[src/rtl/assert_macros.svh]
`ifndef ASSERT_MACROS_SVH
`define ASSERT_MACROS_SVH

// Same-cycle implication, sampled on clk, off while rst_n is low.
`define PFD_ASSERT_IMP(label, ante, cons, msg) \
    label: assert property (@(posedge clk) disable iff (!rst_n) (ante) |-> (cons)) \
        else $error(msg);

// Next-cycle implication, sampled on clk, off while rst_n is low.
`define PFD_ASSERT_NXT(label, ante, cons, msg) \
    label: assert property (@(posedge clk) disable iff (!rst_n) (ante) |=> (cons)) \
        else $error(msg);

`endif

[src/rtl/pfd_pkg.sv]
`timescale 1ns / 1ps

package pfd_pkg;

    localparam int LETTER_W = 5;
    localparam int ADDR_W   = 5;
    localparam int SIDE     = 5;
    localparam int CELLS    = SIDE * SIDE;
    localparam int LETTERS  = 26;
    localparam int ROW_W    = 3;

    localparam logic [LETTER_W-1:0] LETTER_I    = LETTER_W'(8);
    localparam logic [LETTER_W-1:0] LETTER_J    = LETTER_W'(9);
    localparam logic [LETTER_W-1:0] LAST_LETTER = LETTER_W'(LETTERS - 1);

    typedef enum logic [1:0] {
        FUNC_ADD    = 2'd0,
        FUNC_FINISH = 2'd1,
        FUNC_DECODE = 2'd2,
        FUNC_RSVD   = 2'd3
    } func_t;

    typedef enum logic [1:0] {
        ST_OK        = 2'd0,
        ST_NOT_READY = 2'd1,
        ST_SAME      = 2'd2,
        ST_INVALID   = 2'd3
    } status_t;

    typedef struct packed {
        logic                en;
        logic                we;
        logic [ADDR_W-1:0]   addr;
        logic [LETTER_W-1:0] wdata;
    } mem_req_t;

    typedef struct packed {
        logic [LETTER_W-1:0] plain_a;
        logic [LETTER_W-1:0] plain_b;
        status_t             status;
    } result_t;

    typedef struct packed {
        logic                busy;
        logic                square_ready;
        logic [ADDR_W-1:0]   fill_count;
    } ctrl_status_t;

    function automatic logic [LETTER_W-1:0] fold_letter(input logic [LETTER_W-1:0] c);
        return (c == LETTER_J) ? LETTER_I : c;
    endfunction

    function automatic logic [ROW_W-1:0] place_row(input logic [ADDR_W-1:0] p);
        logic [ROW_W-1:0] r;
        r = '0;
        if (p >= ADDR_W'(4 * SIDE))
        begin
            r = ROW_W'(4);
        end
        else if (p >= ADDR_W'(3 * SIDE))
        begin
            r = ROW_W'(3);
        end
        else if (p >= ADDR_W'(2 * SIDE))
        begin
            r = ROW_W'(2);
        end
        else if (p >= ADDR_W'(SIDE))
        begin
            r = ROW_W'(1);
        end
        return r;
    endfunction

    function automatic logic [ROW_W-1:0] place_col(input logic [ADDR_W-1:0] p);
        logic [ADDR_W-1:0] base;
        logic [ADDR_W-1:0] diff;
        base = ADDR_W'(place_row(p)) * ADDR_W'(SIDE);
        diff = p - base;
        return diff[ROW_W-1:0];
    endfunction

    function automatic logic [ROW_W-1:0] step_back(input logic [ROW_W-1:0] v);
        return (v == '0) ? ROW_W'(SIDE - 1) : v - ROW_W'(1);
    endfunction

    function automatic logic [ADDR_W-1:0] cell_index(
        input logic [ROW_W-1:0] r,
        input logic [ROW_W-1:0] c
    );
        return ADDR_W'(r) * ADDR_W'(SIDE) + ADDR_W'(c);
    endfunction

endpackage

[src/rtl/pfd_if.sv]
`timescale 1ns / 1ps

interface pfd_req_if;
    logic                         valid;
    logic                         ready;
    logic [1:0]                   func;
    logic [pfd_pkg::LETTER_W-1:0] letter_a;
    logic [pfd_pkg::LETTER_W-1:0] letter_b;

    modport source (output valid, output func, output letter_a, output letter_b, input ready);
    modport sink   (input valid, input func, input letter_a, input letter_b, output ready);
endinterface

interface pfd_rsp_if;
    logic                         valid;
    logic                         ready;
    logic [pfd_pkg::LETTER_W-1:0] plain_a;
    logic [pfd_pkg::LETTER_W-1:0] plain_b;
    logic [1:0]                   status;

    modport source (output valid, output plain_a, output plain_b, output status, input ready);
    modport sink   (input valid, input plain_a, input plain_b, input status, output ready);
endinterface

[src/rtl/pfd_ram.sv]
`timescale 1ns / 1ps

module pfd_ram #(
    parameter int DEPTH = pfd_pkg::CELLS
) (
    input  logic                         clk,
    input  pfd_pkg::mem_req_t            req,
    output logic [pfd_pkg::LETTER_W-1:0] rdata
);

    logic [pfd_pkg::LETTER_W-1:0] mem [DEPTH];

    always_ff @(posedge clk)
    begin
        if (req.en)
        begin
            if (req.we)
            begin
                mem[req.addr] <= req.wdata;
            end
            else
            begin
                rdata <= mem[req.addr];
            end
        end
    end

endmodule

[src/rtl/pfd_ctrl.sv]
`timescale 1ns / 1ps

module pfd_ctrl (
    input  logic                         clk,
    input  logic                         rst_n,
    input  logic                         req_valid,
    output logic                         req_ready,
    input  logic [1:0]                   req_func,
    input  logic [pfd_pkg::LETTER_W-1:0] req_letter_a,
    input  logic [pfd_pkg::LETTER_W-1:0] req_letter_b,
    output pfd_pkg::mem_req_t            place_req,
    input  logic [pfd_pkg::LETTER_W-1:0] place_rdata,
    output pfd_pkg::mem_req_t            cell_req,
    input  logic [pfd_pkg::LETTER_W-1:0] cell_rdata,
    input  logic                         out_free,
    output logic                         res_valid,
    output pfd_pkg::result_t             res,
    output pfd_pkg::ctrl_status_t        stat
);

    typedef enum logic [8:0] {
        S_IDLE  = 9'b000000001,
        S_KEY   = 9'b000000010,
        S_FILL  = 9'b000000100,
        S_RDA   = 9'b000001000,
        S_RDB   = 9'b000010000,
        S_CELLA = 9'b000100000,
        S_CELLB = 9'b001000000,
        S_LAST  = 9'b010000000,
        S_RESP  = 9'b100000000
    } state_t;

    state_t                          state_reg;
    state_t                          state_next;
    logic [pfd_pkg::LETTER_W-1:0]    fa_reg;
    logic [pfd_pkg::LETTER_W-1:0]    fb_reg;
    logic [pfd_pkg::LETTER_W-1:0]    walk_reg;
    logic [pfd_pkg::LETTERS-1:0]     seen_reg;
    logic [pfd_pkg::ADDR_W-1:0]      fill_reg;
    logic                            ready_reg;
    logic [pfd_pkg::ADDR_W-1:0]      pa_reg;
    logic [pfd_pkg::ADDR_W-1:0]      ob_reg;
    logic [pfd_pkg::LETTER_W-1:0]    plain_a_reg;
    logic [pfd_pkg::LETTER_W-1:0]    plain_b_reg;
    pfd_pkg::status_t                status_reg;

    logic                            accept;
    pfd_pkg::func_t                  func_in;
    logic [pfd_pkg::LETTER_W-1:0]    fold_a;
    logic [pfd_pkg::LETTER_W-1:0]    fold_b;
    logic                            a_bad;
    logic                            b_bad;
    logic [pfd_pkg::LETTER_W-1:0]    ins_letter;
    logic                            ins_ok;
    logic [pfd_pkg::ROW_W-1:0]       ra;
    logic [pfd_pkg::ROW_W-1:0]       ca;
    logic [pfd_pkg::ROW_W-1:0]       rb;
    logic [pfd_pkg::ROW_W-1:0]       cb;
    logic [pfd_pkg::ADDR_W-1:0]      oa;
    logic [pfd_pkg::ADDR_W-1:0]      ob;

    assign req_ready = (state_reg == S_IDLE);
    assign accept    = req_valid && req_ready;
    assign func_in   = pfd_pkg::func_t'(req_func);
    assign fold_a    = pfd_pkg::fold_letter(req_letter_a);
    assign fold_b    = pfd_pkg::fold_letter(req_letter_b);
    assign a_bad     = (req_letter_a > pfd_pkg::LAST_LETTER);
    assign b_bad     = (req_letter_b > pfd_pkg::LAST_LETTER);

    assign ins_letter = (state_reg == S_KEY) ? fa_reg : walk_reg;
    assign ins_ok     = !seen_reg[ins_letter]
                     && (fill_reg < pfd_pkg::ADDR_W'(pfd_pkg::CELLS))
                     && !((state_reg == S_FILL) && (walk_reg == pfd_pkg::LETTER_J));

    // pa from the earlier read, pb arriving now
    always_comb
    begin
        ra = pfd_pkg::place_row(pa_reg);
        ca = pfd_pkg::place_col(pa_reg);
        rb = pfd_pkg::place_row(place_rdata);
        cb = pfd_pkg::place_col(place_rdata);
        if (ra == rb)
        begin
            oa = pfd_pkg::cell_index(ra, pfd_pkg::step_back(ca));
            ob = pfd_pkg::cell_index(rb, pfd_pkg::step_back(cb));
        end
        else if (ca == cb)
        begin
            oa = pfd_pkg::cell_index(pfd_pkg::step_back(ra), ca);
            ob = pfd_pkg::cell_index(pfd_pkg::step_back(rb), cb);
        end
        else
        begin
            oa = pfd_pkg::cell_index(ra, cb);
            ob = pfd_pkg::cell_index(rb, ca);
        end
    end

    always_comb
    begin
        place_req = '0;
        cell_req  = '0;
        unique case (state_reg)
            S_KEY, S_FILL:
            begin
                place_req.en    = ins_ok;
                place_req.we    = 1'b1;
                place_req.addr  = ins_letter;
                place_req.wdata = fill_reg;
                cell_req.en     = ins_ok;
                cell_req.we     = 1'b1;
                cell_req.addr   = fill_reg;
                cell_req.wdata  = ins_letter;
            end
            S_RDA:
            begin
                place_req.en   = 1'b1;
                place_req.addr = fa_reg;
            end
            S_RDB:
            begin
                place_req.en   = 1'b1;
                place_req.addr = fb_reg;
            end
            S_CELLA:
            begin
                cell_req.en   = 1'b1;
                cell_req.addr = oa;
            end
            S_CELLB:
            begin
                cell_req.en   = 1'b1;
                cell_req.addr = ob_reg;
            end
            default:
            begin
            end
        endcase
    end

    always_comb
    begin
        state_next = state_reg;
        unique case (state_reg)
            S_IDLE:
            begin
                if (accept)
                begin
                    unique case (func_in)
                        pfd_pkg::FUNC_ADD:
                        begin
                            state_next = (a_bad || ready_reg) ? S_RESP : S_KEY;
                        end
                        pfd_pkg::FUNC_FINISH:
                        begin
                            state_next = ready_reg ? S_RESP : S_FILL;
                        end
                        pfd_pkg::FUNC_DECODE:
                        begin
                            state_next = (a_bad || b_bad || !ready_reg || fold_a == fold_b)
                                       ? S_RESP : S_RDA;
                        end
                        default:
                        begin
                            state_next = S_RESP;
                        end
                    endcase
                end
            end
            S_KEY:   state_next = S_RESP;
            S_FILL:
            begin
                if (walk_reg == pfd_pkg::LAST_LETTER)
                begin
                    state_next = S_RESP;
                end
            end
            S_RDA:   state_next = S_RDB;
            S_RDB:   state_next = S_CELLA;
            S_CELLA: state_next = S_CELLB;
            S_CELLB: state_next = S_LAST;
            S_LAST:  state_next = S_RESP;
            S_RESP:
            begin
                if (out_free)
                begin
                    state_next = S_IDLE;
                end
            end
            default: state_next = S_IDLE;
        endcase
    end

    always_ff @(posedge clk or negedge rst_n)
    begin
        if (!rst_n)
        begin
            state_reg <= S_IDLE;
            seen_reg  <= '0;
            fill_reg  <= '0;
            ready_reg <= 1'b0;
        end
        else
        begin
            state_reg <= state_next;
            if ((state_reg == S_KEY || state_reg == S_FILL) && ins_ok)
            begin
                seen_reg[ins_letter] <= 1'b1;
                fill_reg             <= fill_reg + pfd_pkg::ADDR_W'(1);
            end
            if (state_reg == S_FILL && walk_reg == pfd_pkg::LAST_LETTER)
            begin
                ready_reg <= 1'b1;
            end
        end
    end

    always_ff @(posedge clk)
    begin
        case (state_reg)
            S_IDLE:
            begin
                if (accept)
                begin
                    fa_reg      <= fold_a;
                    fb_reg      <= fold_b;
                    walk_reg    <= '0;
                    plain_a_reg <= '0;
                    plain_b_reg <= '0;
                    status_reg  <= pfd_pkg::ST_OK;
                    case (func_in)
                        pfd_pkg::FUNC_ADD:
                        begin
                            if (a_bad)
                            begin
                                status_reg <= pfd_pkg::ST_INVALID;
                            end
                            else if (ready_reg)
                            begin
                                status_reg <= pfd_pkg::ST_NOT_READY;
                            end
                        end
                        pfd_pkg::FUNC_FINISH:
                        begin
                            if (ready_reg)
                            begin
                                status_reg <= pfd_pkg::ST_NOT_READY;
                            end
                        end
                        pfd_pkg::FUNC_DECODE:
                        begin
                            if (a_bad || b_bad)
                            begin
                                status_reg <= pfd_pkg::ST_INVALID;
                            end
                            else if (!ready_reg)
                            begin
                                status_reg <= pfd_pkg::ST_NOT_READY;
                            end
                            else if (fold_a == fold_b)
                            begin
                                status_reg <= pfd_pkg::ST_SAME;
                            end
                        end
                        default:
                        begin
                            status_reg <= pfd_pkg::ST_INVALID;
                        end
                    endcase
                end
            end
            S_FILL:  walk_reg    <= walk_reg + pfd_pkg::LETTER_W'(1);
            S_RDB:   pa_reg      <= place_rdata;
            S_CELLA: ob_reg      <= ob;
            S_CELLB: plain_a_reg <= cell_rdata;
            S_LAST:  plain_b_reg <= cell_rdata;
            default:
            begin
            end
        endcase
    end

    assign res_valid         = (state_reg == S_RESP) && out_free;
    assign res.plain_a       = plain_a_reg;
    assign res.plain_b       = plain_b_reg;
    assign res.status        = status_reg;
    assign stat.busy         = (state_reg != S_IDLE);
    assign stat.square_ready = ready_reg;
    assign stat.fill_count   = fill_reg;

endmodule

[src/rtl/playfair_digraph_decoder_core.sv]
// A key request steps through S_KEY, a finish through the alphabet walk in S_FILL,
// a decode through S_RDA, S_RDB, S_CELLA, S_CELLB and S_LAST; a request rejected
// with an error status goes straight to S_RESP. A rsp stall holds the result in
// S_RESP, and a new request is taken only once it has left; decode is bound by two
// place reads and two cell reads through single-port memories, finish by the walk.
// Reset (rst_n, async low) clears the control state; the memories are not cleared.
`timescale 1ns / 1ps
`include "assert_macros.svh"

module playfair_digraph_decoder_core (
    input  logic            clk,
    input  logic            rst_n,
    pfd_req_if.sink         req,
    pfd_rsp_if.source       rsp
);

    pfd_pkg::mem_req_t            place_req;
    pfd_pkg::mem_req_t            cell_req;
    logic [pfd_pkg::LETTER_W-1:0] place_rdata;
    logic [pfd_pkg::LETTER_W-1:0] cell_rdata;
    logic                         out_free;
    logic                         res_valid;
    pfd_pkg::result_t             res;
    pfd_pkg::ctrl_status_t        stat;
    logic                         square_full;

    logic                         rsp_valid_reg;
    pfd_pkg::result_t             rsp_data_reg;

    pfd_ram #(
        .DEPTH (pfd_pkg::LETTERS)
    ) u_place_ram (
        .clk   (clk),
        .req   (place_req),
        .rdata (place_rdata)
    );

    pfd_ram #(
        .DEPTH (pfd_pkg::CELLS)
    ) u_cell_ram (
        .clk   (clk),
        .req   (cell_req),
        .rdata (cell_rdata)
    );

    pfd_ctrl u_ctrl (
        .clk          (clk),
        .rst_n        (rst_n),
        .req_valid    (req.valid),
        .req_ready    (req.ready),
        .req_func     (req.func),
        .req_letter_a (req.letter_a),
        .req_letter_b (req.letter_b),
        .place_req    (place_req),
        .place_rdata  (place_rdata),
        .cell_req     (cell_req),
        .cell_rdata   (cell_rdata),
        .out_free     (out_free),
        .res_valid    (res_valid),
        .res          (res),
        .stat         (stat)
    );

    assign out_free = !rsp_valid_reg || rsp.ready;

    always_ff @(posedge clk or negedge rst_n)
    begin
        if (!rst_n)
        begin
            rsp_valid_reg <= 1'b0;
        end
        else if (res_valid)
        begin
            rsp_valid_reg <= 1'b1;
        end
        else if (rsp.ready)
        begin
            rsp_valid_reg <= 1'b0;
        end
    end

    always_ff @(posedge clk)
    begin
        if (res_valid)
        begin
            rsp_data_reg <= res;
        end
    end

    assign rsp.valid   = rsp_valid_reg;
    assign rsp.plain_a = rsp_data_reg.plain_a;
    assign rsp.plain_b = rsp_data_reg.plain_b;
    assign rsp.status  = rsp_data_reg.status;

    assign square_full = (stat.fill_count == pfd_pkg::ADDR_W'(pfd_pkg::CELLS));

    `PFD_ASSERT_IMP(a_ready_full, stat.square_ready, square_full, "ready with cells unfilled")
    `PFD_ASSERT_NXT(a_one_in_flight, req.valid && req.ready, !req.ready, "second request taken")
    `PFD_ASSERT_IMP(a_no_overwrite, res_valid, out_free, "pending response overwritten")
    `PFD_ASSERT_IMP(a_idle_no_result, !stat.busy, !res_valid, "result issued while idle")

endmodule

[src/flat_wrapper.sv]
// flat-port wrapper written by rule: the top's interface ports become plain ports
module playfair_digraph_decoder_core_flat 
  (clk, rst_n, req_valid, req_func, req_letter_a, req_letter_b, req_ready, rsp_valid, rsp_plain_a, rsp_plain_b, rsp_status, rsp_ready);
  pfd_req_if req_i ();
  pfd_rsp_if rsp_i ();
  input  logic clk;
  input  logic rst_n;
  input wire logic [$bits(req_i.valid)-1:0] req_valid;
  input wire logic [$bits(req_i.func)-1:0] req_func;
  input wire logic [$bits(req_i.letter_a)-1:0] req_letter_a;
  input wire logic [$bits(req_i.letter_b)-1:0] req_letter_b;
  output wire logic [$bits(req_i.ready)-1:0] req_ready;
  output wire logic [$bits(rsp_i.valid)-1:0] rsp_valid;
  output wire logic [$bits(rsp_i.plain_a)-1:0] rsp_plain_a;
  output wire logic [$bits(rsp_i.plain_b)-1:0] rsp_plain_b;
  output wire logic [$bits(rsp_i.status)-1:0] rsp_status;
  input wire logic [$bits(rsp_i.ready)-1:0] rsp_ready;
  assign req_i.valid = req_valid;
  assign req_i.func = req_func;
  assign req_i.letter_a = req_letter_a;
  assign req_i.letter_b = req_letter_b;
  assign req_ready = req_i.ready;
  assign rsp_valid = rsp_i.valid;
  assign rsp_plain_a = rsp_i.plain_a;
  assign rsp_plain_b = rsp_i.plain_b;
  assign rsp_status = rsp_i.status;
  assign rsp_i.ready = rsp_ready;
  playfair_digraph_decoder_core u_core (.clk(clk), .rst_n(rst_n), .req(req_i), .rsp(rsp_i));
endmodule
[config.mk]
export PLATFORM = sky130hd
export DESIGN_NAME = playfair_digraph_decoder_core_flat
export DESIGN_NICKNAME = d
export VERILOG_FILES = /design/src/rtl/pfd_pkg.sv /design/src/rtl/pfd_if.sv /design/src/rtl/pfd_ram.sv /design/src/rtl/pfd_ctrl.sv /design/src/rtl/playfair_digraph_decoder_core.sv /design/src/flat_wrapper.sv
export VERILOG_INCLUDE_DIRS = /design/src /design/src/rtl
export SDC_FILE = /design/constraint.sdc
export NUM_CORES = 1
export LEC_CHECK = 0
export BUFFER_PORTS_ARGS = -buffer_cell sky130_fd_sc_hd__buf_2
export CORE_MARGIN = 10
export CORE_UTILIZATION = 50
export DETAILED_ROUTE_END_ITERATION = 7
export PLACE_DENSITY_LB_ADDON = 0.25
export SYNTH_ARGS = -nofsm -noshare
export SYNTH_HDL_FRONTEND = slang
export SYNTH_SLANG_ARGS = --single-unit
export TNS_END_PERCENT = 100
[constraint.sdc]
create_clock -name clk -period 7.3 [get_ports clk]
set_input_delay 0.365 -clock clk [delete_from_list [all_inputs] [get_ports clk]]
set_output_delay 0.365 -clock clk [all_outputs]
set_load 0.02 [all_outputs]
# Yosys cells after proc, flatten, opt, wreduce, memory -nomap -nowiden
# Memory sizes are Yosys's and may differ from the RTL's. A register that Yosys moved wholly into a read port is not among the register bits.
# Cells that the tools add are included.
# classes
addsub,14
n_mul,4
n_lt_le_gt_ge,13
eq_ne,21
muxes,55
bitwise,2
reduce_logical,38
# op_table
operator,count
$pmux W9 S8,1
$mux W9,6
$mux W5,10
$add A5 B3 Y5,6
$pmux W5 S2,3
$pmux W5 S3,2
$pmux W9 S3,1
$or A26 B26 Y26,1
$ge A5 B4 Y1 const B,4
$mul A3 B3 Y5 const B,4
$mux W3,6
$mux W2,8
$eq A5 B4 Y1 const B,3
$mux W1,13
$logic_not A3 Y1,4
$reduce_and A2 Y1,6
$sub A3 B1 Y3 const B,4
$add A5 B1 Y5 const B,2
$ge A5 B3 Y1 const B,2
$ge A5 B5 Y1 const B,2
$gt A5 B5 Y1 const B,2
$eq A9 B1 Y1 const B,1
$eq A9 B2 Y1 const B,1
$eq A9 B3 Y1 const B,1
other kinds (29),54
# totals
regBits,91
ramBits,255
in_bits,16
output_inout_bits,14
elab_cells,165
n_memories,2
# memory_table
name,words,width,rd,rd_ports_with_merged_regs,wr,line,text
u_core.u_place_ram.mem,26,5,1,1,1,pfd_ram.sv:11,logic [pfd_pkg::LETTER_W-1:0] mem [DEPTH];
u_core.u_cell_ram.mem,25,5,1,1,1,pfd_ram.sv:11,

# Longest topological paths before layout
# Gate-level depths: netlist of run 1.
# logic_depth
ltp_word,12
depth_mapped,24
ltp_nobuf,22

# By module
# Synthesis of run 1 repeated with hierarchy kept, for this count alone.
# hier_totals
cells_unflattened,1119
area_unflattened_um2,16452.0
# by_module_without_submodules
mod,n_inst,cells_per_inst,area_each_um2,seq_area_each_um2
pfd_ctrl,1,537,5439.0,2138.3
pfd_ram (u_core.u_place_ram),1,291,5426.5,4053.9
pfd_ram (u_core.u_cell_ram),1,276,5178.7,3903.7
playfair_digraph_decoder_core,1,15,407.9,385.4

# Worst setup path before layout of run 1
# Ideal clock, no wire load.
# synth_path
path_kind,reg2reg
from,reg u_core.u_ctrl.pa_reg[1] (netlist name)
to,"mem u_core.u_cell_ram.mem[24][0] (netlist name), enable pin"
setup_time_ns,0.374
arrival_ns,4.988
t_required_ns,6.926
path_slack_ns,1.938
path_stages_with_launch,23
path_buffers,2
synth_period_minus_slack_ns,5.362
path_cell_list,edfxtp_1 -> buf_2 -> or3b_2 -> a21oi_1 -> nor2_1 -> inv_1 -> ha_1 -> inv_1 -> fa_1 -> nor3_1 -> nor2_1 -> ha_1 -> inv_1 -> ha_1 -> o21ai_0 -> o2bb2ai_1 -> a41o_1 -> o31a_1 -> o21ai_1 -> and2_1 -> buf_1 -> inv_1 -> nor3_1
# synth_between
elab_chain_len,12
elab_cells_between_ends,25
classes_between,add/sub: 6; mul: 2; order compare: 4; eq/ne: 2; mux: 9; reduce/logical: 2
# synth_lines
item,line,text
from (decl),pfd_ctrl.sv:41,logic [pfd_pkg::ADDR_W-1:0] pa_reg;
from (signal assigned),pfd_ctrl.sv:273,S_RDB: pa_reg <= place_rdata;
$ge A5 B3 Y1,pfd_pkg.sv:68,else if (p >= ADDR_W'(SIDE))
$mux W1,pfd_pkg.sv:68,
$mux W2,pfd_pkg.sv:64,else if (p >= ADDR_W'(2 * SIDE))
$mux W2,pfd_pkg.sv:60,else if (p >= ADDR_W'(3 * SIDE))
$mux W3,pfd_pkg.sv:56,if (p >= ADDR_W'(4 * SIDE))
$mul A3 B3 Y5 (tied with other cells),pfd_pkg.sv:91,return ADDR_W'(r) * ADDR_W'(SIDE) + ADDR_W'(c);
$sub A3 B3 Y3 / $mux W3 (equally long branches),"pfd_pkg.sv:79, pfd_pkg.sv:84",
$sub A3 B1 Y3 (tied with other cells),pfd_pkg.sv:84,return (v == '0) ? ROW_W'(SIDE - 1) : v - ROW_W'(1);
$mux W3 / $add A5 B3 Y5 (equally long branches),"pfd_pkg.sv:84, pfd_pkg.sv:91",
$add A5 B3 Y5 / $mux W5 (equally long branches),"pfd_pkg.sv:91, pfd_ctrl.sv:87",
$mux W5 *,pfd_ctrl.sv:82,if (ra == rb)
$pmux W5 S3 *,pfd_ctrl.sv:103,unique case (state_reg)
to (decl),pfd_ram.sv:11,
# Mark *: on every way between the ends. The rest lies on a longest branch, timed or not.

# Worst setup path in the final report of run 1
# layout_path
from,reg u_core.u_ctrl.pa_reg[1] (netlist name)
to,"mem u_core.u_cell_ram.mem[22][0] (netlist name), enable pin"
# Same word-level chain as after synthesis.

==> results.py, run 1 <==
metrics = {
    "global_routing": {
        "grt_antenna_before_repair": 0,
        "gr-total-overflow": 0,
        "grt_max_degree": 57,
        "grtUsageTotal_pct": 18.8,
        "grt_pass1_vias": 10500,
        "grt_pass1_wl_um": 60800,
    },
    "sta": {
        "setup_viol": 0,
        "fin_skew_ps": 19.3,
        "slew_viol_final": 0,
        "tns_ps": 0,
        "fin_hold_ws_ps": 3.71,
        "final.period_utilization_pct": 86.1,
        "rsz0062_at_grt": "no",
        "hold_viol_final": 0,
        "finalCriticalPeriod_ps": 6290,
        "worst_slack_ps": 1010,
        "worst_pin_slew_ps": 1290,
        "clock.fmax_mhz": 159,
        "worst_slew_margin_rel_pct": 11.6,
    },
    "finish": {
        "fin_area_um2": 18200,
        "fill_cells": 2760,
        "largest_reg_flops": 130,
        "instances_no_fill": 1832,
        "post-route-util_pct": 56.0,
        "area_growth_pct": 10.4,
        "drive_gt1_share_pct": 10.6,
        "nNetsFinal": 1415,
    },
    "detailed_routing": {
        "firstDrtPassIters": 6,
        "drt_iter0_markers": 934,
        "vias": 10800,
        "wirelength_um": 38700,
        "detail-route-antenna-nets": 0,
        "wire_per_inst_um": 21.1,
        "vias_per_cell": 5.91,
        "post-route-drc-count": 0,
    },
    "worst_setup_path": {
        "startpoint": "u_core.u_ctrl.pa_reg[1]",
        "crit_required_ps": 7480,
        "reg2reg_to": "u_core.u_cell_ram.mem[22][0]",
        "crit_top_cell": "nor2_1",
        "path_buf_inv": 2,
        "rrSetupSlack_ps": 1010,
        "worstPathArrival_ps": 6460,
        "crit_path_max_incr_delay_ps": 870,
        "rr_startpoint": "u_core.u_ctrl.pa_reg[1]",
        "worstSetupPathType": "reg -> reg",
        "start_kind": "flop",
        "worst_path_max_delay_cell": "nand2_1",
        "reg2reg_depth": 16,
        "cp-end-kind": "flop",
        "cp_top_family": "simple AND/OR/NAND/NOR gates",
        "critPathMaxFanout": 30,
        "crit_chain": "or3b_2 > a21oi_1 > nor2_1 > inv_1 > ha_1 > inv_1 > fa_1 > nor3_1 > nor2_1 > ha_1 > nor3_1 > fa_1 > o221ai_1 > nand2_1 > nand2_1 > nor2_1",
    },
    "flow_run": {
        "drv_cap": 0,
    },
    "clock_network": {
        "numCtsBuffers": 38,
        "cts.path.max_buffers": 3,
        "clock-sinks": 356,
        "post_cts.repair.setup_buffers": 0,
        "cts_max_level": 2,
        "root_buffer": "clkbuf_16",
        "post_cts_resized": 0,
        "holdBufCountCts": 0,
        "clk_latency_ps": 540,
        "cts_tree": "done",
        "path_clk_slew_ps": 60,
    },
    "floorplanning": {
        "top_level_ports": 30,
        "core_um2": 32500,
        "die_w_um": 202,
        "num_rows": 66,
        "die_h_um": 202,
        "dieArea_um2": 40700,
        "initial_utilization_pct": 50.7,
    },
    "logic_synthesis": {
        "ys_top_cells_by_area": "edfxtp_1 (57%), dfrtp_1 (6.2%), nand2_1 (4.2%), a21oi_1 (2.3%), ha_1 (2.3%)",
        "yosysTopAreaCellShare_pct": 57.1,
        "ys_ff_latch": 356,
        "ys_async_sr_fraction_pct": 11.8,
        "ys.flop_type": "edfxtp_1",
        "yosys.area.top_type": "edfxtp_1",
        "yosysUniqueCellTypes": 83,
        "syn-instance-count": 1352,
        "ys_seq_area_share_pct": 63.5,
        "syn-cell-area_um2": 16500,
        "synth_edf_count": 314,
        "synth_warnings": 0,
        "avgSynthCellArea_um2": 12.2,
    },
    "place": {
        "dpl_cell_area_um2": 17000,
        "gp_congestion": 0.921,
        "io_buffers": 29,
        "dp_slack_ps": 1050,
        "hpwl_um": 25800,
        "dp_cells": 1763,
    },
    "worst_hold_path": {
        "hold_class": "in -> async",
    },
    "pwr": {
        "power_density_nw_per_um2": 260,
        "power_mw": 4.74,
        "vdd.ir_drop.worst_v": 0.000297,
        "p_leak_nw": 6.81,
    },
    "run_status": {
        "status": "finished, final reports clean",
    },
}
[worst register-to-register path, delay by kind of cell (launching register included)]
family	cells	cell delay (ps)
and+or+nand+nor	8	3810
adders and majority gates	4	1050
DFF	1	530
AOI/OAI and AO/OA	2	380
buffers and inverters	2	160
[where the power goes]
part,total (mW),internal [mW],switching (mW)
registers,2.37,2.32,0.0524
logic,0.493,0.151,0.342
clock network,1.88,1.11,0.772
[cells in the mapped netlist (4+ instances only)]
cell type / instances
ha_1: 30
nand2_1: 184
a221oi_1: 8
or3_1: 6
mux2i_1: 28
a21oi_1: 75
o21a_1: 5
xor2_1: 7
buf_1: 8
nor3b_1: 5
mux2_2: 4
clkbuf_1: 42
a211oi_1: 40
nand3_1: 41
a311oi_1: 8
buf_4: 5
dfrtp_1: 41
and2_1: 33
fa_1: 8
o21ai_0: 39
or2_2: 18
nor2_1: 89
edfxtp_1: 314
xnor2_1: 18
nand4_1: 5
o221ai_1: 5
nor2b_1: 27
a221o_1: 6
a31oi_1: 26
buf_2: 21
nor3_1: 21
a21o_1: 12
nand2b_1: 14
inv_1: 40
and3_1: 15
nand3b_1: 4
o21bai_1: 14
o211ai_1: 10
a22oi_1: 6
[metal layers]
layer / vias up / track usage [%] / share of wire [%]
met5: - / 0 / 0
met4: 0 / 6.23 / 2.8
met3: 68 / 2.51 / 6.3
met2: 388 / 30.7 / 48
met1: 5332 / 25.4 / 43
li1: 5030 / - / -
[worst max-delay path by stage]
stage                                   end  depth (start not counted)  slack (ps)
3_3_place_gp     u_core.u_cell_ram.rdata[3]                         19        1240
2_1_floorplan  u_core.u_cell_ram.mem[24][0]                         22        1940
5_1_grt          u_core.u_cell_ram.rdata[2]                         19         630
6_report       u_core.u_cell_ram.mem[22][0]                         16        1010
3_5_place_dp    u_core.u_cell_ram.mem[2][0]                         16        1050
4_1_cts         u_core.u_cell_ram.mem[2][0]                         16        1070
[cells in the final DEF (no fill, tap or decap), types with 29 or more instances in the layout]
| master | instances |
|---|---|
| inv_1 | 40 |
| nor2_1 | 88 |
| a21oi_1 | 75 |
| a211oi_1 | 40 |
| and2_1 | 33 |
| o21ai_0 | 39 |
| nand3_1 | 40 |
| clkbuf_16 | 39 |
| edfxtp_1 | 314 |
| nand2_1 | 184 |
| dfrtp_1 | 41 |
| buf_2 | 29 |
| ha_1 | 30 |
[layout make-up]
class	count	area, µm²	area share (%)
Inverter	40	150	0.824
Clock inverter	12	125	0.687
Tap cell	442	553	3.03
Multi-Input combinational cell	878	5540	30.4
Clock buffer	56	1090	5.98
Antenna cell	1	2.50	0.0137
Timing Repair Buffer	47	280	1.54
Sequential cell	356	10500	57.5
[kinds of logic after synthesis]
group / after synthesis / synth area share (%)
buffers and inverters: 119 / 3.12
muxes: 34 / 2.24
xor gates and xnor gates: 25 / 1.33
adders and majority gates: 38 / 3.24
AOI/OAI and AO/OA: 295 / 12.3
DFF: 356 / 63.5
other: 1 / 0.0227
and+or+nand+nor: 484 / 14.3
Power figures use the tool's default switching activity.
==> inputs of run 2 (changes only) <==
--- a/config.mk
+++ b/config.mk
@@ -8,8 +8,9 @@
 export LEC_CHECK = 0
 export BUFFER_PORTS_ARGS = -buffer_cell sky130_fd_sc_hd__buf_2
 export CORE_MARGIN = 10
-export CORE_UTILIZATION = 50
+export CORE_UTILIZATION = 40
 export DETAILED_ROUTE_END_ITERATION = 7
+export MAX_ROUTING_LAYER = met4
 export PLACE_DENSITY_LB_ADDON = 0.25
 export SYNTH_ARGS = -nofsm -noshare
 export SYNTH_HDL_FRONTEND = slang
==> run 2 against run 1 <==
The flow now finishes with violations (negative hold slack). Highest routed layer unchanged. Die area is 22% higher. Core utilization is 11 points lower. Via count is 0.59% lower. Largest power group unchanged.
==> results.py, run 2 (same netlist as run 1, synthesis figures left out) <==
metrics = {
    "global_routing": {
        "gr-total-overflow": 0,
        "grt_antenna_before_repair": 0,
        "grt_pass1_vias": 10600,
        "grtUsageTotal_pct": 16.4,
        "grt_pass1_wl_um": 62600,
        "grt_max_degree": 56,
    },
    "worst_setup_path": {
        "cp-end-kind": "flop",
        "crit_chain": "or3b_2 > a21oi_1 > nor2_1 > inv_1 > ha_1 > inv_1 > fa_1 > nor3_1 > nor2_1 > ha_1 > nor3_1 > fa_1 > o221ai_1 > nand2_1 > buf_4 > a21oi_1 > a21oi_1 > a22oi_1 > nand4b_1",
        "crit_required_ps": 7590,
        "worst_path_max_delay_cell": "nand2_1",
        "cp_top_family": "simple AND/OR/NAND/NOR gates",
        "crit_top_cell": "a21oi_1",
        "crit_path_max_incr_delay_ps": 670,
        "critPathMaxFanout": 28,
        "reg2reg_to": "u_core.u_cell_ram.rdata[2]",
        "rr_startpoint": "u_core.u_ctrl.pa_reg[1]",
        "reg2reg_depth": 19,
        "rrSetupSlack_ps": 980,
        "path_buf_inv": 3,
        "start_kind": "flop",
        "worstSetupPathType": "reg -> reg",
        "worstPathArrival_ps": 6610,
    },
    "place": {
        "hpwl_um": 27600,
        "gp_congestion": 0.872,
        "dp_slack_ps": 1060,
        "io_buffers": 29,
        "dpl_cell_area_um2": 17100,
    },
    "clock_network": {
        "cts_max_level": 2,
        "path_clk_slew_ps": 60,
        "cts.path.max_buffers": 3,
        "cts_tree": "done",
        "post_cts.repair.setup_buffers": 0,
        "clock-sinks": 356,
        "root_buffer": "clkbuf_16",
        "holdBufCountCts": 0,
        "numCtsBuffers": 39,
        "post_cts_resized": 0,
        "clk_latency_ps": 560,
    },
    "finish": {
        "drive_gt1_share_pct": 11.1,
        "antenna_cells": 0,
        "final_common_cell": "edfxtp_1",
        "nNetsFinal": 1417,
        "area_growth_pct": 11.9,
        "fin_area_um2": 18500,
        "mostFrequentLayoutCells": "edfxtp_1 (314), nand2_1 (184), nor2_1 (87)",
        "fill_cells": 3726,
        "largest_reg_flops": 130,
    },
    "pwr": {
        "power_density_nw_per_um2": 267,
        "p_leak_nw": 6.87,
        "vdd.ir_drop.worst_v": 0.000210,
    },
    "flow_run": {
        "drv_cap": 0,
    },
    "detailed_routing": {
        "post-route-drc-count": 0,
        "vias": 10800,
        "drt_iter0_markers": 1042,
        "wire_per_inst_um": 21.1,
        "wirelength_um": 40600,
        "vias_per_cell": 5.58,
        "detail-route-antenna-nets": 0,
        "firstDrtPassIters": 5,
    },
    "sta": {
        "fin_hold_ws_ps": -30.1,
        "rsz0062_at_grt": "no",
        "worst_slack_ps": 985,
        "clock.fmax_mhz": 158,
        "finalCriticalPeriod_ps": 6320,
        "worst_slew_margin_rel_pct": 8.17,
        "hold_viol_final": 18,
        "tns_ps": 0,
        "slew_viol_final": 0,
        "worst_pin_slew_ps": 1380,
        "fin_skew_ps": 24.8,
        "final.period_utilization_pct": 86.5,
        "setup_viol": 0,
    },
    "run_status": {
        "failed_checks": "negative hold slack",
        "status": "finished with violations",
    },
    "worst_hold_path": {
        "hold_class": "in -> async",
    },
    "floorplanning": {
        "dieArea_um2": 49800,
        "top_level_ports": 30,
        "core_um2": 40800,
        "initial_utilization_pct": 40.4,
        "die_w_um": 223,
        "num_rows": 74,
        "die_h_um": 223,
    },
}
-- run 2: changes by cell type in the layout (fill, tap and decap cells not counted), moves of 2 or more --
cell | previous run | this run
clkbuf_1 | 12 | 5
clkinv_1 | 3 | 8
bufinv_16 | 2 | 6
clkbuf_8 | 5 | 1
clkinv_4 | 0 | 2
-- run 2: how the worst max path moves through the flow --
stage          slack [ps]  cells past startpoint                      endpoint                    start
6_report              980                     19    u_core.u_cell_ram.rdata[2]  u_core.u_ctrl.pa_reg[1]
5_1_grt               590                     19    u_core.u_cell_ram.rdata[0]  u_core.u_ctrl.pa_reg[3]
4_1_cts              1050                     19    u_core.u_cell_ram.rdata[4]  u_core.u_ctrl.pa_reg[1]
3_5_place_dp         1060                     19    u_core.u_cell_ram.rdata[4]  u_core.u_ctrl.pa_reg[1]
3_3_place_gp         1260                     19    u_core.u_cell_ram.rdata[3]  u_core.u_ctrl.pa_reg[1]
2_1_floorplan        1940                     22  u_core.u_cell_ram.mem[24][0]  u_core.u_ctrl.pa_reg[1]
-- run 2: final cells by class --
class	count	area [µm²]	share of cell area, %
sequential	356	10500	56.8
multi-input combinational	878	5540	30.0
clock buffer	46	1030	5.60
tap	532	666	3.61
clock inverter	26	303	1.64
timing repair buffer	48	288	1.56
inverter	40	150	0.813
-- run 2: per-layer routing --
metal / vias up / part of all wire, % / routed length [µm] / global-route usage [%]
met1: 5341 / 44 / 18000 / 21.4
met4: 0 / 2.5 / 1010 / 5.41
met3: 61 / 6.2 / 2520 / 2.96
li1: 5030 / - / - / -
met2: 322 / 47 / 19100 / 25.3
met5: - / 0 / 0 / -
-- run 2: worst register-to-register path: stages (launching register included) --
cell	delay, ps
edfxtp_1	530
or3b_2	510
a21oi_1	250
nor2_1	130
inv_1	110
ha_1	150
inv_1	50
fa_1	380
nor3_1	630
nor2_1	200
ha_1	280
nor3_1	390
fa_1	490
o221ai_1	260
nand2_1	670
buf_4	460
a21oi_1	150
a21oi_1	90
a22oi_1	220
nand4b_1	130
-- run 2: metrics by stage --
stage                     utilization (%)  power (mW)  instances  hold WS, ps
after floorplan                         -        2.73       1353         69.4
after global placement               41.9        2.91       1854          408
after detailed placement             41.9        2.92       1854          412
after CTS                            45.2        4.97       1926         2.69
after global routing                 45.2        5.11       1926         34.1
final                                45.2        4.93       1926        -30.1
-- run 2: power by group --
group,internal (mW),switching (mW)
combinational,0.152,0.356
sequential,2.32,0.0535
clock,1.23,0.818
total,3.70,1.23
